### src/sv/srs_pkg.sv
`timescale 1ns / 1ps

package srs_pkg;

    localparam int SLOT_W       = 3;
    localparam int MAX_WINDOW   = 1 << SLOT_W;
    localparam int RESULT_LIMIT = 8;
    localparam int EFF_MAX      = (MAX_WINDOW < RESULT_LIMIT) ? MAX_WINDOW : RESULT_LIMIT;
    localparam int CNT_W        = $clog2(EFF_MAX + 1);

    localparam int FRAME_W  = 16;
    localparam int WIN_W    = 4;
    localparam int TMR_W    = 4;
    localparam int MASK_W   = 8;
    localparam int ATT_W    = $clog2(MASK_W);
    localparam int ACT_W    = 2;
    localparam int EV_W     = 3;
    localparam int CFG_IX_W = 2;
    localparam int CFG_D_W  = 16;
    localparam int S_DATA_W = 24;
    localparam int M_DATA_W = 32;

    localparam logic [ACT_W-1:0] ACT_TX   = 2'd0;
    localparam logic [ACT_W-1:0] ACT_ACK  = 2'd1;
    localparam logic [ACT_W-1:0] ACT_TICK = 2'd2;

    localparam logic [EV_W-1:0] EV_SENT        = 3'd0;
    localparam logic [EV_W-1:0] EV_LOST        = 3'd1;
    localparam logic [EV_W-1:0] EV_ACK_OK      = 3'd2;
    localparam logic [EV_W-1:0] EV_ACK_IGNORED = 3'd3;
    localparam logic [EV_W-1:0] EV_TIMEOUT     = 3'd4;
    localparam logic [EV_W-1:0] EV_NONE        = 3'd5;

    localparam logic [CFG_IX_W-1:0] CFG_WIN_LEN       = 2'd0;
    localparam logic [CFG_IX_W-1:0] CFG_FRAME_COUNT   = 2'd1;
    localparam logic [CFG_IX_W-1:0] CFG_TIMEOUT_TICKS = 2'd2;

    localparam logic [WIN_W-1:0]   RST_WIN_LEN       = 4'd4;
    localparam logic [FRAME_W-1:0] RST_FRAME_COUNT   = 16'd16;
    localparam logic [TMR_W-1:0]   RST_TIMEOUT_TICKS = 4'd3;

    typedef struct packed {
        logic [WIN_W-1:0]   win_len;
        logic [FRAME_W-1:0] frame_count;
        logic [TMR_W-1:0]   timeout_ticks;
    } cfg_t;

    typedef enum logic [2:0] {
        SOP_NONE  = 3'd0,
        SOP_SEND  = 3'd1,
        SOP_ACK   = 3'd2,
        SOP_CLEAR = 3'd3,
        SOP_TICK  = 3'd4
    } slot_op_t;

    typedef struct packed {
        slot_op_t          op;
        logic [SLOT_W-1:0] slot;
        logic [TMR_W-1:0]  timer;
    } slot_cmd_t;

    typedef struct packed {
        logic [EV_W-1:0]    ev;
        logic [FRAME_W-1:0] frame;
        logic [FRAME_W-1:0] base;
        logic               last;
    } result_t;

endpackage

### src/sv/selective_repeat_sender_unit.sv
`timescale 1ns / 1ps

// Selective-repeat ARQ sender. Each input transaction carries one action in s_tuser:
// transmit pass, acknowledgement (frame in s_tdata) or timer tick; each produces one
// result transaction per frame sent, lost or timed out, one for an acknowledgement,
// or a single none result, the final one flagged with m_tlast. A transmit pass or tick
// visits the window one slot per cycle while no held result stalls it, through a
// shared adder/comparator sequencer: accept, one visit per slot, end check, final result.
// An acknowledgement is accepted and checked; an accepted one then clears each frame
// the window base slides past (at most 8) before its final result. Backpressure on
// m_tready can hold the scan and the final result. A finished result sits in the
// output register while the next transaction is accepted. Configuration is to be written
// through cfg_we/cfg_index/cfg_wdata only while the block is idle, which it does not enforce.
module selective_repeat_sender_unit (
    input  logic                            aclk,
    input  logic                            aresetn,
    input  logic                            s_tvalid,
    output logic                            s_tready,
    input  logic [srs_pkg::S_DATA_W-1:0]    s_tdata,   // ack_frame, loss_mask
    input  logic [srs_pkg::ACT_W-1:0]       s_tuser,   // action
    output logic                            m_tvalid,
    input  logic                            m_tready,
    output logic [srs_pkg::M_DATA_W-1:0]    m_tdata,   // frame_number, window_base
    output logic [srs_pkg::EV_W-1:0]        m_tuser,   // event_res
    output logic                            m_tlast,
    input  logic                            cfg_we,
    input  logic [srs_pkg::CFG_IX_W-1:0]    cfg_index,
    input  logic [srs_pkg::CFG_D_W-1:0]     cfg_wdata
);
    import srs_pkg::*;

    cfg_t                          cfg_reg;
    slot_cmd_t                     cmd;
    logic [MAX_WINDOW-1:0]         sent_vec;
    logic [MAX_WINDOW-1:0]         acked_vec;
    logic [MAX_WINDOW-1:0][TMR_W-1:0] timer_vec;
    logic                          res_valid;
    logic                          res_ready;
    result_t                       res;
    logic                          m_valid_reg, m_valid_next;
    result_t                       m_res_reg;

    always_ff @(posedge aclk) begin
        if (!aresetn) begin
            cfg_reg.win_len       <= RST_WIN_LEN;
            cfg_reg.frame_count   <= RST_FRAME_COUNT;
            cfg_reg.timeout_ticks <= RST_TIMEOUT_TICKS;
        end else if (cfg_we) begin
            case (cfg_index)
                CFG_WIN_LEN:       cfg_reg.win_len       <= cfg_wdata[WIN_W-1:0];
                CFG_FRAME_COUNT:   cfg_reg.frame_count   <= cfg_wdata[FRAME_W-1:0];
                CFG_TIMEOUT_TICKS: cfg_reg.timeout_ticks <= cfg_wdata[TMR_W-1:0];
                default: begin
                end
            endcase
        end
    end

    srs_slots u_slots (
        .aclk      (aclk),
        .aresetn   (aresetn),
        .cmd       (cmd),
        .sent_vec  (sent_vec),
        .acked_vec (acked_vec),
        .timer_vec (timer_vec)
    );

    srs_seq u_seq (
        .aclk      (aclk),
        .aresetn   (aresetn),
        .s_tvalid  (s_tvalid),
        .s_tready  (s_tready),
        .s_tdata   (s_tdata),
        .s_tuser   (s_tuser),
        .cfg       (cfg_reg),
        .sent_vec  (sent_vec),
        .acked_vec (acked_vec),
        .timer_vec (timer_vec),
        .cmd       (cmd),
        .res_valid (res_valid),
        .res       (res),
        .res_ready (res_ready)
    );

    // output register
    assign res_ready = !m_valid_reg || m_tready;

    always_comb begin
        if (res_valid && res_ready) begin
            m_valid_next = 1'b1;
        end else if (m_tready) begin
            m_valid_next = 1'b0;
        end else begin
            m_valid_next = m_valid_reg;
        end
    end

    always_ff @(posedge aclk) begin
        if (!aresetn) begin
            m_valid_reg <= 1'b0;
        end else begin
            m_valid_reg <= m_valid_next;
        end
    end

    always_ff @(posedge aclk) begin
        if (res_valid && res_ready) begin
            m_res_reg <= res;
        end
    end

    assign m_tvalid = m_valid_reg;
    assign m_tdata  = {m_res_reg.base, m_res_reg.frame};
    assign m_tuser  = m_res_reg.ev;
    assign m_tlast  = m_res_reg.last;

endmodule

### src/sv/srs_slots.sv
`timescale 1ns / 1ps

module srs_slots (
    input  logic                                           aclk,
    input  logic                                           aresetn,
    input  srs_pkg::slot_cmd_t                             cmd,
    output logic [srs_pkg::MAX_WINDOW-1:0]                 sent_vec,
    output logic [srs_pkg::MAX_WINDOW-1:0]                 acked_vec,
    output logic [srs_pkg::MAX_WINDOW-1:0][srs_pkg::TMR_W-1:0] timer_vec
);
    import srs_pkg::*;

    logic [MAX_WINDOW-1:0]             sent_reg,  sent_next;
    logic [MAX_WINDOW-1:0]             acked_reg, acked_next;
    logic [MAX_WINDOW-1:0][TMR_W-1:0]  timer_reg, timer_next;
    logic [TMR_W-1:0]                  dec_val;

    assign dec_val = (timer_reg[cmd.slot] != '0) ? timer_reg[cmd.slot] - TMR_W'(1) : '0;

    always_comb begin
        sent_next  = sent_reg;
        acked_next = acked_reg;
        timer_next = timer_reg;
        case (cmd.op)
            SOP_SEND: begin
                sent_next[cmd.slot]  = 1'b1;
                timer_next[cmd.slot] = cmd.timer;
            end
            SOP_ACK: begin
                acked_next[cmd.slot] = 1'b1;
                timer_next[cmd.slot] = '0;
            end
            SOP_CLEAR: begin
                sent_next[cmd.slot]  = 1'b0;
                acked_next[cmd.slot] = 1'b0;
                timer_next[cmd.slot] = '0;
            end
            SOP_TICK: begin
                timer_next[cmd.slot] = dec_val;
                if (dec_val == '0) begin
                    sent_next[cmd.slot] = 1'b0;
                end
            end
            default: begin
            end
        endcase
    end

    always_ff @(posedge aclk) begin
        if (!aresetn) begin
            sent_reg  <= '0;
            acked_reg <= '0;
            timer_reg <= '0;
        end else begin
            sent_reg  <= sent_next;
            acked_reg <= acked_next;
            timer_reg <= timer_next;
        end
    end

    assign sent_vec  = sent_reg;
    assign acked_vec = acked_reg;
    assign timer_vec = timer_reg;

endmodule

### src/sv/srs_seq.sv
`timescale 1ns / 1ps

module srs_seq (
    input  logic                                           aclk,
    input  logic                                           aresetn,
    input  logic                                           s_tvalid,
    output logic                                           s_tready,
    input  logic [srs_pkg::S_DATA_W-1:0]                   s_tdata,
    input  logic [srs_pkg::ACT_W-1:0]                      s_tuser,
    input  srs_pkg::cfg_t                                  cfg,
    input  logic [srs_pkg::MAX_WINDOW-1:0]                 sent_vec,
    input  logic [srs_pkg::MAX_WINDOW-1:0]                 acked_vec,
    input  logic [srs_pkg::MAX_WINDOW-1:0][srs_pkg::TMR_W-1:0] timer_vec,
    output srs_pkg::slot_cmd_t                             cmd,
    output logic                                           res_valid,
    output srs_pkg::result_t                               res,
    input  logic                                           res_ready
);
    import srs_pkg::*;

    typedef enum logic [4:0] {
        ST_IDLE  = 5'b00001,
        ST_SCAN  = 5'b00010,
        ST_ACK   = 5'b00100,
        ST_SLIDE = 5'b01000,
        ST_FLUSH = 5'b10000
    } state_t;

    state_t             state_reg, state_next;
    logic [ACT_W-1:0]   action_reg, action_next;
    logic [FRAME_W-1:0] ack_reg, ack_next;
    logic [MASK_W-1:0]  mask_reg, mask_next;
    logic [CNT_W-1:0]   k_reg, k_next;
    logic [ATT_W-1:0]   att_reg, att_next;
    logic [FRAME_W-1:0] base_reg, base_next;
    logic               pend_valid_reg, pend_valid_next;
    logic [EV_W-1:0]    pend_ev_reg, pend_ev_next;
    logic [FRAME_W-1:0] pend_frame_reg, pend_frame_next;

    logic [CNT_W-1:0]   win_eff;
    logic [FRAME_W:0]   frame_sum;
    logic [FRAME_W:0]   ack_hi;
    logic [SLOT_W-1:0]  rd_slot;
    logic               rd_sent, rd_acked, rd_expire;
    logic               scan_end, in_win, is_tx, touch, hit, lost;

    // effective window: zero acts as one, capped by slots and result limit
    always_comb begin
        if (cfg.win_len == '0) begin
            win_eff = CNT_W'(1);
        end else if (int'(cfg.win_len) > EFF_MAX) begin
            win_eff = CNT_W'(EFF_MAX);
        end else begin
            win_eff = CNT_W'(cfg.win_len);
        end
    end

    // window adders and compares
    assign frame_sum = {1'b0, base_reg} + (FRAME_W + 1)'(k_reg);
    assign ack_hi    = {1'b0, base_reg} + (FRAME_W + 1)'(win_eff);
    assign scan_end  = (k_reg >= win_eff) || (frame_sum >= {1'b0, cfg.frame_count});
    assign in_win    = (ack_reg >= base_reg) && ({1'b0, ack_reg} < ack_hi)
                       && (ack_reg < cfg.frame_count);

    assign rd_slot   = (state_reg == ST_SCAN) ? frame_sum[SLOT_W-1:0] : base_reg[SLOT_W-1:0];
    assign rd_sent   = sent_vec[rd_slot];
    assign rd_acked  = acked_vec[rd_slot];
    assign rd_expire = timer_vec[rd_slot] < TMR_W'(2);

    assign is_tx = (action_reg == ACT_TX);
    assign touch = is_tx ? (!rd_sent && !rd_acked) : (rd_sent && !rd_acked);
    assign hit   = is_tx ? touch : (touch && rd_expire);
    assign lost  = mask_reg[att_reg];

    assign s_tready = (state_reg == ST_IDLE);

    always_comb begin
        state_next      = state_reg;
        action_next     = action_reg;
        ack_next        = ack_reg;
        mask_next       = mask_reg;
        k_next          = k_reg;
        att_next        = att_reg;
        base_next       = base_reg;
        pend_valid_next = pend_valid_reg;
        pend_ev_next    = pend_ev_reg;
        pend_frame_next = pend_frame_reg;
        cmd.op          = SOP_NONE;
        cmd.slot        = rd_slot;
        cmd.timer       = cfg.timeout_ticks;
        res_valid       = 1'b0;
        res.ev          = pend_ev_reg;
        res.frame       = pend_frame_reg;
        res.base        = base_reg;
        res.last        = 1'b0;
        case (state_reg)
            ST_IDLE: begin
                if (s_tvalid) begin
                    action_next     = s_tuser;
                    ack_next        = s_tdata[FRAME_W-1:0];
                    mask_next       = s_tdata[FRAME_W +: MASK_W];
                    k_next          = '0;
                    att_next        = '0;
                    pend_valid_next = 1'b0;
                    case (s_tuser)
                        ACT_TX, ACT_TICK: state_next = ST_SCAN;
                        ACT_ACK:          state_next = ST_ACK;
                        default:          state_next = ST_FLUSH;
                    endcase
                end
            end
            ST_SCAN: begin
                if (scan_end) begin
                    state_next = ST_FLUSH;
                end else if (!(hit && pend_valid_reg && !res_ready)) begin
                    k_next = k_reg + CNT_W'(1);
                    if (hit && pend_valid_reg) begin
                        res_valid = 1'b1;
                    end
                    if (is_tx && touch) begin
                        att_next = att_reg + ATT_W'(1);
                        if (!lost) begin
                            cmd.op = SOP_SEND;
                        end
                    end else if (touch) begin
                        cmd.op = SOP_TICK;
                    end
                    if (hit) begin
                        pend_valid_next = 1'b1;
                        pend_frame_next = frame_sum[FRAME_W-1:0];
                        if (!is_tx) begin
                            pend_ev_next = EV_TIMEOUT;
                        end else if (lost) begin
                            pend_ev_next = EV_LOST;
                        end else begin
                            pend_ev_next = EV_SENT;
                        end
                    end
                end
            end
            ST_ACK: begin
                pend_valid_next = 1'b1;
                pend_frame_next = ack_reg;
                if (in_win) begin
                    cmd.op       = SOP_ACK;
                    cmd.slot     = ack_reg[SLOT_W-1:0];
                    pend_ev_next = EV_ACK_OK;
                    state_next   = ST_SLIDE;
                end else begin
                    pend_ev_next = EV_ACK_IGNORED;
                    state_next   = ST_FLUSH;
                end
            end
            ST_SLIDE: begin
                if ((base_reg < cfg.frame_count) && rd_acked) begin
                    cmd.op    = SOP_CLEAR;
                    base_next = base_reg + FRAME_W'(1);
                end else begin
                    state_next = ST_FLUSH;
                end
            end
            ST_FLUSH: begin
                res_valid = 1'b1;
                res.last  = 1'b1;
                if (!pend_valid_reg) begin
                    res.ev    = EV_NONE;
                    res.frame = '0;
                end
                if (res_ready) begin
                    state_next = ST_IDLE;
                end
            end
            default: begin
                state_next = ST_IDLE;
            end
        endcase
    end

    always_ff @(posedge aclk) begin
        if (!aresetn) begin
            state_reg      <= ST_IDLE;
            base_reg       <= '0;
            pend_valid_reg <= 1'b0;
            k_reg          <= '0;
            att_reg        <= '0;
        end else begin
            state_reg      <= state_next;
            base_reg       <= base_next;
            pend_valid_reg <= pend_valid_next;
            k_reg          <= k_next;
            att_reg        <= att_next;
        end
    end

    always_ff @(posedge aclk) begin
        action_reg     <= action_next;
        ack_reg        <= ack_next;
        mask_reg       <= mask_next;
        pend_ev_reg    <= pend_ev_next;
        pend_frame_reg <= pend_frame_next;
    end

endmodule

### config.mk
export PLATFORM = sky130hd
export DESIGN_NAME = selective_repeat_sender_unit
export DESIGN_NICKNAME = d
export VERILOG_FILES = /design/src/sv/srs_pkg.sv /design/src/sv/selective_repeat_sender_unit.sv /design/src/sv/srs_slots.sv /design/src/sv/srs_seq.sv
export SDC_FILE = /design/constraint.sdc
export NUM_CORES = 1
export LEC_CHECK = 0
export ABC_AREA = 1
export ABC_CLOCK_PERIOD_IN_PS = 6500
export BUFFER_PORTS_ARGS = -buffer_cell sky130_fd_sc_hd__clkbuf_2
export CAP_MARGIN = 20
export CORE_UTILIZATION = 50
export CTS_BUF_LIST = sky130_fd_sc_hd__clkbuf_2
export DETAILED_ROUTE_END_ITERATION = 12
export PLACE_DENSITY_LB_ADDON = 0.15
export SETUP_SLACK_MARGIN = 0.2
export SLEW_MARGIN = 10
export SYNTH_ARGS = -nofsm -noshare
export SYNTH_HDL_FRONTEND = slang
export SYNTH_HIERARCHICAL = 1
export SYNTH_SLANG_ARGS = --single-unit
### constraint.sdc
create_clock -name aclk -period 6.5 [get_ports aclk]
set_clock_uncertainty 0.15 [all_clocks]
set_input_delay 0 -clock aclk [delete_from_list [all_inputs] [get_ports aclk]]
set_output_delay 0 -clock aclk [all_outputs]
set_load 0.01 [all_outputs]
==> summary.txt, run 1 <==
Timing
  • Setup TNS Final: 0 ps
  • Fin crit period: 5790 ps
  • Final setup fails: 0
  • Hold WS: around 70 ps
  • Final hold vios: 0
  • Actual slew at the worst max-slew pin: 1060 ps
  • Slew HR: 0.294
  • Fin crit share: 0.890
  • Unrepaired setup endpoints after global routing: no
  • Max frequency: 0.173 GHz
  • Max-slew violations: 0

Clocking
  • Postcts setup bufs: 0
  • Clk root buf: clkbuf_2
  • Longest Clk Path Bufs: 2
  • TritonCTS Buffers: 17
  • Worst-path clk slew: just under 300 ps
  • H-tree levels: 4
  • Clk Latency, worst-skew pair: 770 ps
  • CTS Sinks: 183
  • CTS tree: built

Logic synthesis
  • Synth Instances: around 1500
  • Synth Area per Inst: 7.62 um2
  • Synth Register Bits: 183
  • Synthesized area: about 0.011 mm2
  • Syn Nets: 1645
  • Async S/R FF share, synth: 0
  • Synth Warn #: 6
  • Main synth FF type: dfxtp_1
  • Post-synth cell types: 48
  • Number of synthesized flops with an enable pin: 81
  • Sequential share of the synthesized area: 0.391

Placement
  • I/O Buffers: 86
  • Placed insts: 1855
  • GPL Wtd Cong: ~0.96
  • Dpl hpwl: 23900 um

Detailed routing
  • First-pass iteration count of the detailed router: 7
  • Routed WL: 33500 um
  • Vias/cell: 5.44
  • WL/cell: 16.6 um
  • Iter 0 DRT Violations: 874
  • Vias after detailed routing: 11000
  • Post-DRT Antenna Nets: 0
  • DRC errors left: 0

Global route
  • Vias in the first global route: a little over 10000
  • GRT Overall Usage: 0.287
  • Largest net degree at the start of global routing: 58
  • Initial antenna violation count: 1
  • Total gr overflow: 0
  • Global-route wire length before repair: 52900 um

Floorplanning
  • Initial Utilization: 0.516
  • Die Y: 153 um
  • # IOs: 87
  • Placeable Area: 0.0222 mm2
  • Row count: 54
  • Die width: 153 um
  • Die Footprint: 0.0235 mm2

Layout
  • Fin nets: 1872
  • Commonest non-fill, non-tap cells in the layout: 347 x nand2_1, 192 x inv_1, 157 x nor2_1
  • Area grow syn2layout: 20.8%
  • Final Non-Filler Cells: 2022
  • Most common cell after layout, fill and taps aside: nand2_1
  • Layout cells sized above 1: 0.122

Pwr
  • Max VDD drop: 118 uV
  • Power per cell area: 170 mW/mm2
  • Leakage power: 6.19 nW

Setup path
  • Worst R2R Start: cfg_reg[23]
  • Worst path arrival time: 6300 ps
  • Register-to-register path setup slack: 710 ps
  • Max stage delay on crit path: 420 ps
  • Worst setup path start: cfg_reg[23]
  • Worst setup EP type: register
  • CP most frequent cell: nand2_1
  • Reg2Reg Depth: 36
  • WP data required: 7020 ps
  • Worst Path Max Fanout: 16
  • CP startpoint kind: register
  • Slowest CP cell: dfxtp_1
  • Crit Path Class: reg -> reg

Hold path
  • Hold depth: 6
  • Hold Crit Class: in -> reg
  • Min-delay src: s_tuser[1]

Run status
  • Status: completed

Run
  • Total of max-cap violations: 0
-- report_power, final --
part | switching, mW | leakage [nW] | total [mW] | internal [mW]
sequential | 0.0490 | 1.62 | 1.31 | 1.26
clock | 0.471 | 0.140 | 0.596 | 0.126
combinational | 0.264 | 4.42 | 0.443 | 0.179
total | 0.783 | 6.19 | 2.35 | 1.56
-- cells in the mapped netlist, types with 3 or more instances --
library cell    n  share of area
a31oi_1         9         0.0049
ha_1           93           0.10
o21bai_1        3         0.0020
a21oi_2         6         0.0046
nor4_1          5         0.0027
o211ai_1       16          0.010
nand2_1       347           0.11
nor3_2          3         0.0026
xor2_1         26          0.020
nor2_1        157          0.051
nand2_2        15         0.0082
buf_2          10         0.0044
nand4_1        23          0.013
nor2_2          7         0.0038
nor3_1         25          0.011
o22ai_1        20          0.011
clkbuf_1       15         0.0049
buf_4           8         0.0052
o21a_1         10         0.0066
a21boi_0        3         0.0020
nand3_1        88          0.038
nand3_2         7         0.0061
inv_1         192          0.063
or2_2           3         0.0016
nor2_4          6         0.0059
nand3b_1        3         0.0020
buf_6           4         0.0039
inv_2          10         0.0033
edfxtp_1       81           0.21
a21oi_1       110          0.048
o21ai_0        68          0.030
xnor2_1         5         0.0038
dfxtp_1       102           0.18
-- worst max-delay path, delay by kind of cell, from the launching register on --
family,cells,cell delay (ps)
AND/OR/NAND/NOR,23,2890
AO/OA/AOI/OAI,5,740
flip-flops,1,420
adder cells (fa/ha/maj),3,820
XOR/XNOR,1,210
buffers and inverters,4,450
-- cell type report --
cell class | instances | area [um2]
Tap cell | 280 | 350
Timing Repair Buffer | 246 | 1980
Sequential cell | 183 | 4470
Fill cell | 2005 | 8340
Multi-Input combinational cell | 1077 | 6020
Clock buffer | 17 | 85.1
Antenna cell | 1 | 2.50
Inverter | 203 | 762
Clock inverter | 15 | 155
-- logic make-up after synthesis --
family / after synthesis / share of synthesized area
AOI/OAI and AO/OA: 257 / 0.128
xor gates and xnor gates: 31 / 0.0237
DFF: 183 / 0.391
and+or+nand+nor: 694 / 0.265
adders and majority gates: 95 / 0.105
buffers and inverters: 241 / 0.0868
-- worst min path at each step --
stage / to / slack [ps]
after global placement: u_seq/ack_reg[10] / 30
after global routing: cfg_reg[23] / 50
final: u_seq/state_reg[4] / 70
after floorplan: u_seq/state_reg[2] / -70
after detailed placement: u_seq/ack_reg[5] / 30
after CTS: u_seq/state_reg[4] / 0.3
-- timing repair --
item,CTS,global route
setup endpoints to repair,0,40
endpoints found under the hold margin,162,0
hold buffers,133,0
resized for setup,0,5
-- metal layers --
metal	routed length [um]	vias up	global-route usage
li1	-	5444	-
met4	289	2	0.0563
met5	37	-	0.0124
met3	2670	33	0.0576
met1	16000	5102	0.415
met2	14600	412	0.440
-- per-stage QoR --
stage / utilization / power [mW] / cell area, um2 / setup WS, ps
floorplan: - / 1.57 / 11400 / 1250
global placement: 0.551 / 1.69 / 12200 / 633
detailed placement: 0.551 / 1.70 / 12200 / 538
CTS: 0.622 / 2.35 / 13800 / 458
global route: 0.624 / 2.47 / 13800 / 244
finish: 0.624 / 2.35 / 13800 / 715
Note: power is estimated with default switching activity, not from simulation.
==> inputs of run 2 (changes only) <==
- ABC_CLOCK_PERIOD_IN_PS: 6500 -> 6400
- clock period: 6.5 -> 6.4 ns (I/O delays scaled with it)
==> summary.txt, run 2 (synthesized netlist as in run 1, its figures left out) <==
Run status
  • Status: completed

Timing
  • Fin crit share: 0.928 (+0.0383)
  • Actual slew at the worst max-slew pin: 740 ps (-315 ps)
  • Max frequency: 0.168 GHz (-2.6%)
  • Slew HR: 0.505 (+0.211)
  • Setup TNS Final: 0 ps (unchanged)
  • Unrepaired setup endpoints after global routing: no
  • Final hold vios: 0 (unchanged)
  • Final setup fails: 0 (unchanged)
  • Fin crit period: 5940 ps (+156 ps)
  • Final setup margin: 459 ps (-256 ps)
  • Max-slew violations: 0 (unchanged)

Global route
  • Vias in the first global route: 10000 (-0.96%)
  • Total gr overflow: 0 (unchanged)
  • Initial antenna violation count: 1 (unchanged)
  • GRT Overall Usage: 0.283 (-0.00393)
  • Global-route wire length before repair: 52200 um (-1.2%)
  • Largest net degree at the start of global routing: 59 (+1.7%)

Pwr
  • P_sw: 0.791 mW (+0.93%)
  • Clock share of power: 0.268 (+0.014)
  • Logic pwr share: 0.185 (-0.004)
  • Reg power frac: 0.547 (-0.010)
  • Max VDD drop: 98.4 uV (-16%)
  • Sw frac: 0.326 (-0.00740)
  • Leakage power: 6.22 nW (+0.59%)
  • Cell Int Power: 1.63 mW (+4.4%)
  • Power per cell area: 174 mW/mm2 (+2.7%)

Clocking
  • Clk Latency, worst-skew pair: 820 ps (+50 ps)
  • Clk root buf: clkbuf_2
  • Worst-path clk slew: 270 ps (-20 ps)
  • H-tree levels: 4 (unchanged)
  • TritonCTS Buffers: 17 (unchanged)
  • CTS tree: built
  • CTS Sinks: 183 (unchanged)
  • Longest Clk Path Bufs: 2 (unchanged)

Setup path
  • Slowest CP cell: clkinvlp_2
  • CP startpoint kind: register
  • Worst path arrival time: 6410 ps (+110 ps)
  • WP data required: 6870 ps (-150 ps)
  • Worst Path Max Fanout: 13 (-3)
  • Register-to-register path setup slack: 460 ps (-260 ps)
  • Max stage delay on crit path: 710 ps (+290 ps)
  • Crit Path Class: reg -> reg
  • Worst setup EP type: register
  • CP most frequent cell: nand2_1

Floorplanning
  • Initial Utilization: 0.516 (unchanged)
  • Row count: 54 (unchanged)
  • Die Y: 153 um (unchanged)
  • Die Footprint: 0.0235 mm2 (unchanged)
  • Placeable Area: 0.0222 mm2 (unchanged)
  • Die width: 153 um (unchanged)
  • # IOs: 87 (unchanged)

Detailed routing
  • Iter 0 DRT Violations: 1172 (+34%)
  • WL/cell: 16.5 um (-0.68%)
  • Vias after detailed routing: 11100 (+0.87%)
  • Met1 WL: 15600 um (-2.3%)
  • Post-DRT Antenna Nets: 0 (unchanged)
  • DRC errors left: 0 (unchanged)
  • Routed wl met3: 2750 um (+2.9%)
  • Total length of routed met2 wires: 14600 um (+0.30%)
  • First-pass iteration count of the detailed router: 6 (-1)
  • Highest routed layer: met4
  • Vias/cell: 5.47 (+0.57%)
  • Routed WL: 33400 um (-0.38%)

Run
  • Total of max-cap violations: 0 (unchanged)

Placement
  • Dpl hpwl: 23700 um (-0.77%)
  • Setup WS pre-CTS: 519 ps (-18.8 ps)
  • I/O Buffers: 86 (unchanged)
  • GPL Wtd Cong: 0.964 (+0.64%)

Layout
  • Fin nets: 1878 (+0.32%)
  • Area grow syn2layout: 21.4%
  • Area occupied by multi-input gates: 0.00601 mm2 (about the same)
  • Layout cells sized above 1: 0.126 (+0.00416)
  • Most common cell after layout, fill and taps aside: nand2_1
  • Commonest non-fill, non-tap cells in the layout: 347 x nand2_1, 191 x inv_1, 156 x nor2_1
  • Fillers: 2005 (unchanged)
  • Register Area: 0.00448 mm2 (about the same)

Hold path
  • Hold Crit Class: in -> reg
[run 2: worst paths after layout]
| kind | from | to | cells after the start |
|---|---|---|---|
| worst min-delay path | cfg_we | cfg_reg[22] | 4 |
| worst max-delay path | u_seq/base_reg[0] | register | 25 |
| worst min register to register | register | register | 2 |
| worst max register to register | u_seq/base_reg[0] | register | 25 |
[run 2: timing repair]
| action | CTS | global route |
|---|---|---|
| hold buffers | 133 | 0 |
| setup endpoints to repair | 0 | 40 |
| buffers inserted | 0 | 9 |
| hold endpoints to repair | 162 | 0 |
| gates resized for setup | 0 | 11 |
[run 2: final cells by class]
| cell class | instances | share of cell area |
|---|---|---|
| clock inverters | 15 | 0.0121 |
| well taps | 280 | 0.0252 |
| multi-input cells | 1077 | 0.433 |
| repair inverters | 1 | 0.000360 |
| repair buffers | 251 | 0.146 |
| diodes | 1 | 0.000180 |
| inverters | 203 | 0.0551 |
| flip-flops and latches | 183 | 0.322 |
| clock buffers | 17 | 0.00613 |
[run 2: layer usage]
metal / up-vias / GRT usage
li1: 5470 / -
met1: 5099 / 0.411
met2: 484 / 0.431
met3: 36 / 0.0493
met4: 0 / 0.0774
met5: - / 0
[run 2: power by group through the flow]
stage	clock network, mW	logic [mW]	registers, mW
4_1_cts	0.666	0.433	1.33
2_1_floorplan	0	0.268	1.33
3_5_place_dp	0	0.373	1.35
5_1_grt	0.706	0.504	1.33
6_report	0.649	0.448	1.33
3_3_place_gp	0	0.366	1.35
[run 2: per-stage QoR]
step | power, mW | instances | utilization | hold WS, ps | instance area [um2]
final | 2.42 | 2028 | 0.627 | 98.8 | 13900
after global routing | 2.54 | 2028 | 0.627 | 53.3 | 13900
after CTS | 2.42 | 2016 | 0.621 | 3.36 | 13800
after detailed placement | 1.72 | 1851 | 0.549 | 28.6 | 12200
after global placement | 1.71 | 1851 | 0.549 | 26.9 | 12200
after floorplan | 1.60 | 1501 | - | -72.1 | 11400
[run 2: critical path, delay by kind of cell, from the launching register on]
| family | cells | cell delay (ps) |
|---|---|---|
| buffers and inverters | 2 | 860 |
| AND/OR/NAND/NOR | 13 | 1830 |
| AO/OA/AOI/OAI | 6 | 1220 |
| XOR/XNOR | 1 | 320 |
| flip-flops | 1 | 610 |
| adder cells (fa/ha/maj) | 3 | 820 |
==> inputs of run 3 (changes only) <==
- ABC_CLOCK_PERIOD_IN_PS: 6400 -> 6900
- clock period: 6.4 -> 6.9 ns (I/O delays scaled with it)
==> summary.txt, run 3 (synthesized netlist as in run 1, its figures left out) <==
Timing
  • Unrepaired setup endpoints after global routing: no
  • Final hold vios: 0 (unchanged)
  • Max frequency: 0.165 GHz (-2.2%)
  • Actual slew at the worst max-slew pin: 800 ps (+60.3 ps)
  • Fin crit share: 0.880 (-0.0482)
  • Slew HR: 0.464 (-0.0403)
  • Hold WS: 61.8 ps (-37.0 ps)
  • Final setup fails: 0 (unchanged)
  • Max-slew violations: 0 (unchanged)
  • Fin crit period: 6070 ps (+132 ps)
  • Setup TNS Final: 0 ps (unchanged)

Floorplanning
  • # IOs: 87 (unchanged)
  • Die Y: 153 um (unchanged)
  • Initial Utilization: 0.516 (unchanged)
  • Die Footprint: 0.0235 mm2 (unchanged)
  • Die width: 153 um (unchanged)
  • Row count: 54 (unchanged)
  • Placeable Area: 0.0222 mm2 (unchanged)

Clocking
  • Clk Latency, worst-skew pair: 810 ps (about the same)
  • Worst-path clk slew: 310 ps (+40 ps)
  • CTS tree: built
  • Postcts setup bufs: 0 (unchanged)
  • H-tree levels: 4 (unchanged)
  • Longest Clk Path Bufs: 2 (unchanged)
  • CTS Sinks: 183 (unchanged)
  • TritonCTS Buffers: 17 (unchanged)
  • Clk root buf: clkbuf_2

Layout
  • Final Non-Filler Cells: 2015 (-0.64%)
  • Register Area: 0.00447 mm2 (about the same)
  • Fin nets: 1864 (-0.75%)
  • Post-route cell area: 0.0138 mm2 (-0.59%)
  • Fillers: 1978 (-1.3%)
  • Area occupied by multi-input gates: 0.00601 mm2 (about the same)
  • Area grow syn2layout: 20.7%
  • Layout cells sized above 1: 0.118 (-0.00822)
  • Commonest non-fill, non-tap cells in the layout: 347 x nand2_1, 192 x inv_1, 157 x nor2_1
  • Most common cell after layout, fill and taps aside: nand2_1

Detailed routing
  • Vias after detailed routing: 11000 (-1.3%)
  • Vias/cell: 5.43 (-0.62%)
  • Post-DRT Antenna Nets: 0 (unchanged)
  • DRC errors left: 0 (unchanged)
  • Routed WL: 33600 um (+0.65%)
  • WL/cell: 16.7 um (+1.3%)
  • First-pass iteration count of the detailed router: 5 (-1)
  • Iter 0 DRT Violations: 1213 (+3.5%)

Pwr
  • Logic pwr share: 0.182 (-0.003)
  • Final Power: 2.29 mW (-5.6%)
  • Power per cell area: 166 mW/mm2 (-5.0%)
  • Sw frac: 0.324 (-0.00235)
  • Leakage power: 6.17 nW (-0.90%)
  • Max VDD drop: 96.9 uV (-1.5%)
  • Reg power frac: 0.539 (-0.008)
  • Clock share of power: 0.279 (+0.011)
  • P_sw: 0.741 mW (-6.3%)
  • Cell Int Power: 1.55 mW (-5.3%)

Placement
  • Dpl hpwl: 24000 um (+1.0%)
  • I/O Buffers: 86 (unchanged)
  • Placed insts: 1845 (-0.32%)
  • Cell Area, Placed: 0.0121 mm2 (-0.33%)
  • GPL Wtd Cong: 0.967 (+0.31%)

Setup path
  • Worst Path Max Fanout: 15 (+2)
  • Crit Path Class: reg -> reg
  • CP most frequent cell: nand2_1
  • Worst setup EP type: register
  • WP data required: 7450 ps (+580 ps)
  • Slowest CP cell: dfxtp_1
  • Worst path arrival time: 6620 ps (+210 ps)
  • CP startpoint kind: register
  • Max stage delay on crit path: 640 ps (-70 ps)

Hold path
  • Hold Crit Class: in -> reg

Global route
  • GRT Overall Usage: 0.290 (+0.00750)
  • Largest net degree at the start of global routing: 58 (-1.7%)
  • Total gr overflow: 0 (unchanged)
  • Global-route wire length before repair: 53300 um (+2.0%)
  • Vias in the first global route: 10200 (+1.9%)
  • Initial antenna violation count: 1 (unchanged)

Run
  • Total of max-cap violations: 0 (unchanged)

Run status
  • Status: completed
## run 3: path summary, 6_finish.rpt
path                                   startpoint            endpoint  slack, ps  depth (start not counted)
worst max register to register  u_seq/base_reg[0]            register        830                         33
worst max-delay path            u_seq/base_reg[0]            register        830                         33
worst min register to register           register            register        370                          2
worst min-delay path                   s_tuser[1]  u_seq/state_reg[4]         60                          6
## run 3: area by class of cell
type	instances	area share
multi-input combinational	1077	0.435
sequential	183	0.324
timing repair buffer	238	0.140
inverter	203	0.0552
tap	280	0.0254
clock inverter	15	0.0140
clock buffer	17	0.00616
antenna	2	0.000362
## run 3: stage by stage
| step | utilization | setup WS, ps |
|---|---|---|
| after floorplan | - | 1650 |
| after global placement | 0.548 | 1110 |
| after detailed placement | 0.548 | 918 |
| after CTS | 0.621 | 825 |
| after global routing | 0.623 | 348 |
| final | 0.623 | 827 |
## run 3: repair_timing
action | 4_1_cts | 5_1_grt
gates resized for setup | 0 | 3
hold buffers | 134 | 0
setup endpoints to repair | 0 | 8
endpoints found under the hold margin | 162 | 0
## run 3: layer usage
| metal | vias up | GRT usage | wire [um] |
|---|---|---|---|
| met5 | - | 0 | 0 |
| met4 | 0 | 0.0760 | 585 |
| met3 | 42 | 0.0544 | 2840 |
| met2 | 446 | 0.441 | 14300 |
| met1 | 5027 | 0.421 | 15900 |
| li1 | 5435 | - | - |
## run 3: power by group through the flow
stage	combinational, mW	sequential, mW	clock, mW
3_3_place_gp	0.340	1.25	0
4_1_cts	0.403	1.23	0.648
2_1_floorplan	0.249	1.23	0
5_1_grt	0.466	1.24	0.693
6_report	0.417	1.23	0.638
3_5_place_dp	0.347	1.25	0
## run 3: critical path, delay by kind of cell, from the launching register on
kind                     cells  cell delay (ps)
adder cells (fa/ha/maj)      2              580
flip-flops                   1              640
XOR/XNOR                     1              330
AND/OR/NAND/NOR             16             1950
AO/OA/AOI/OAI                6              900
buffers and inverters        8             1420
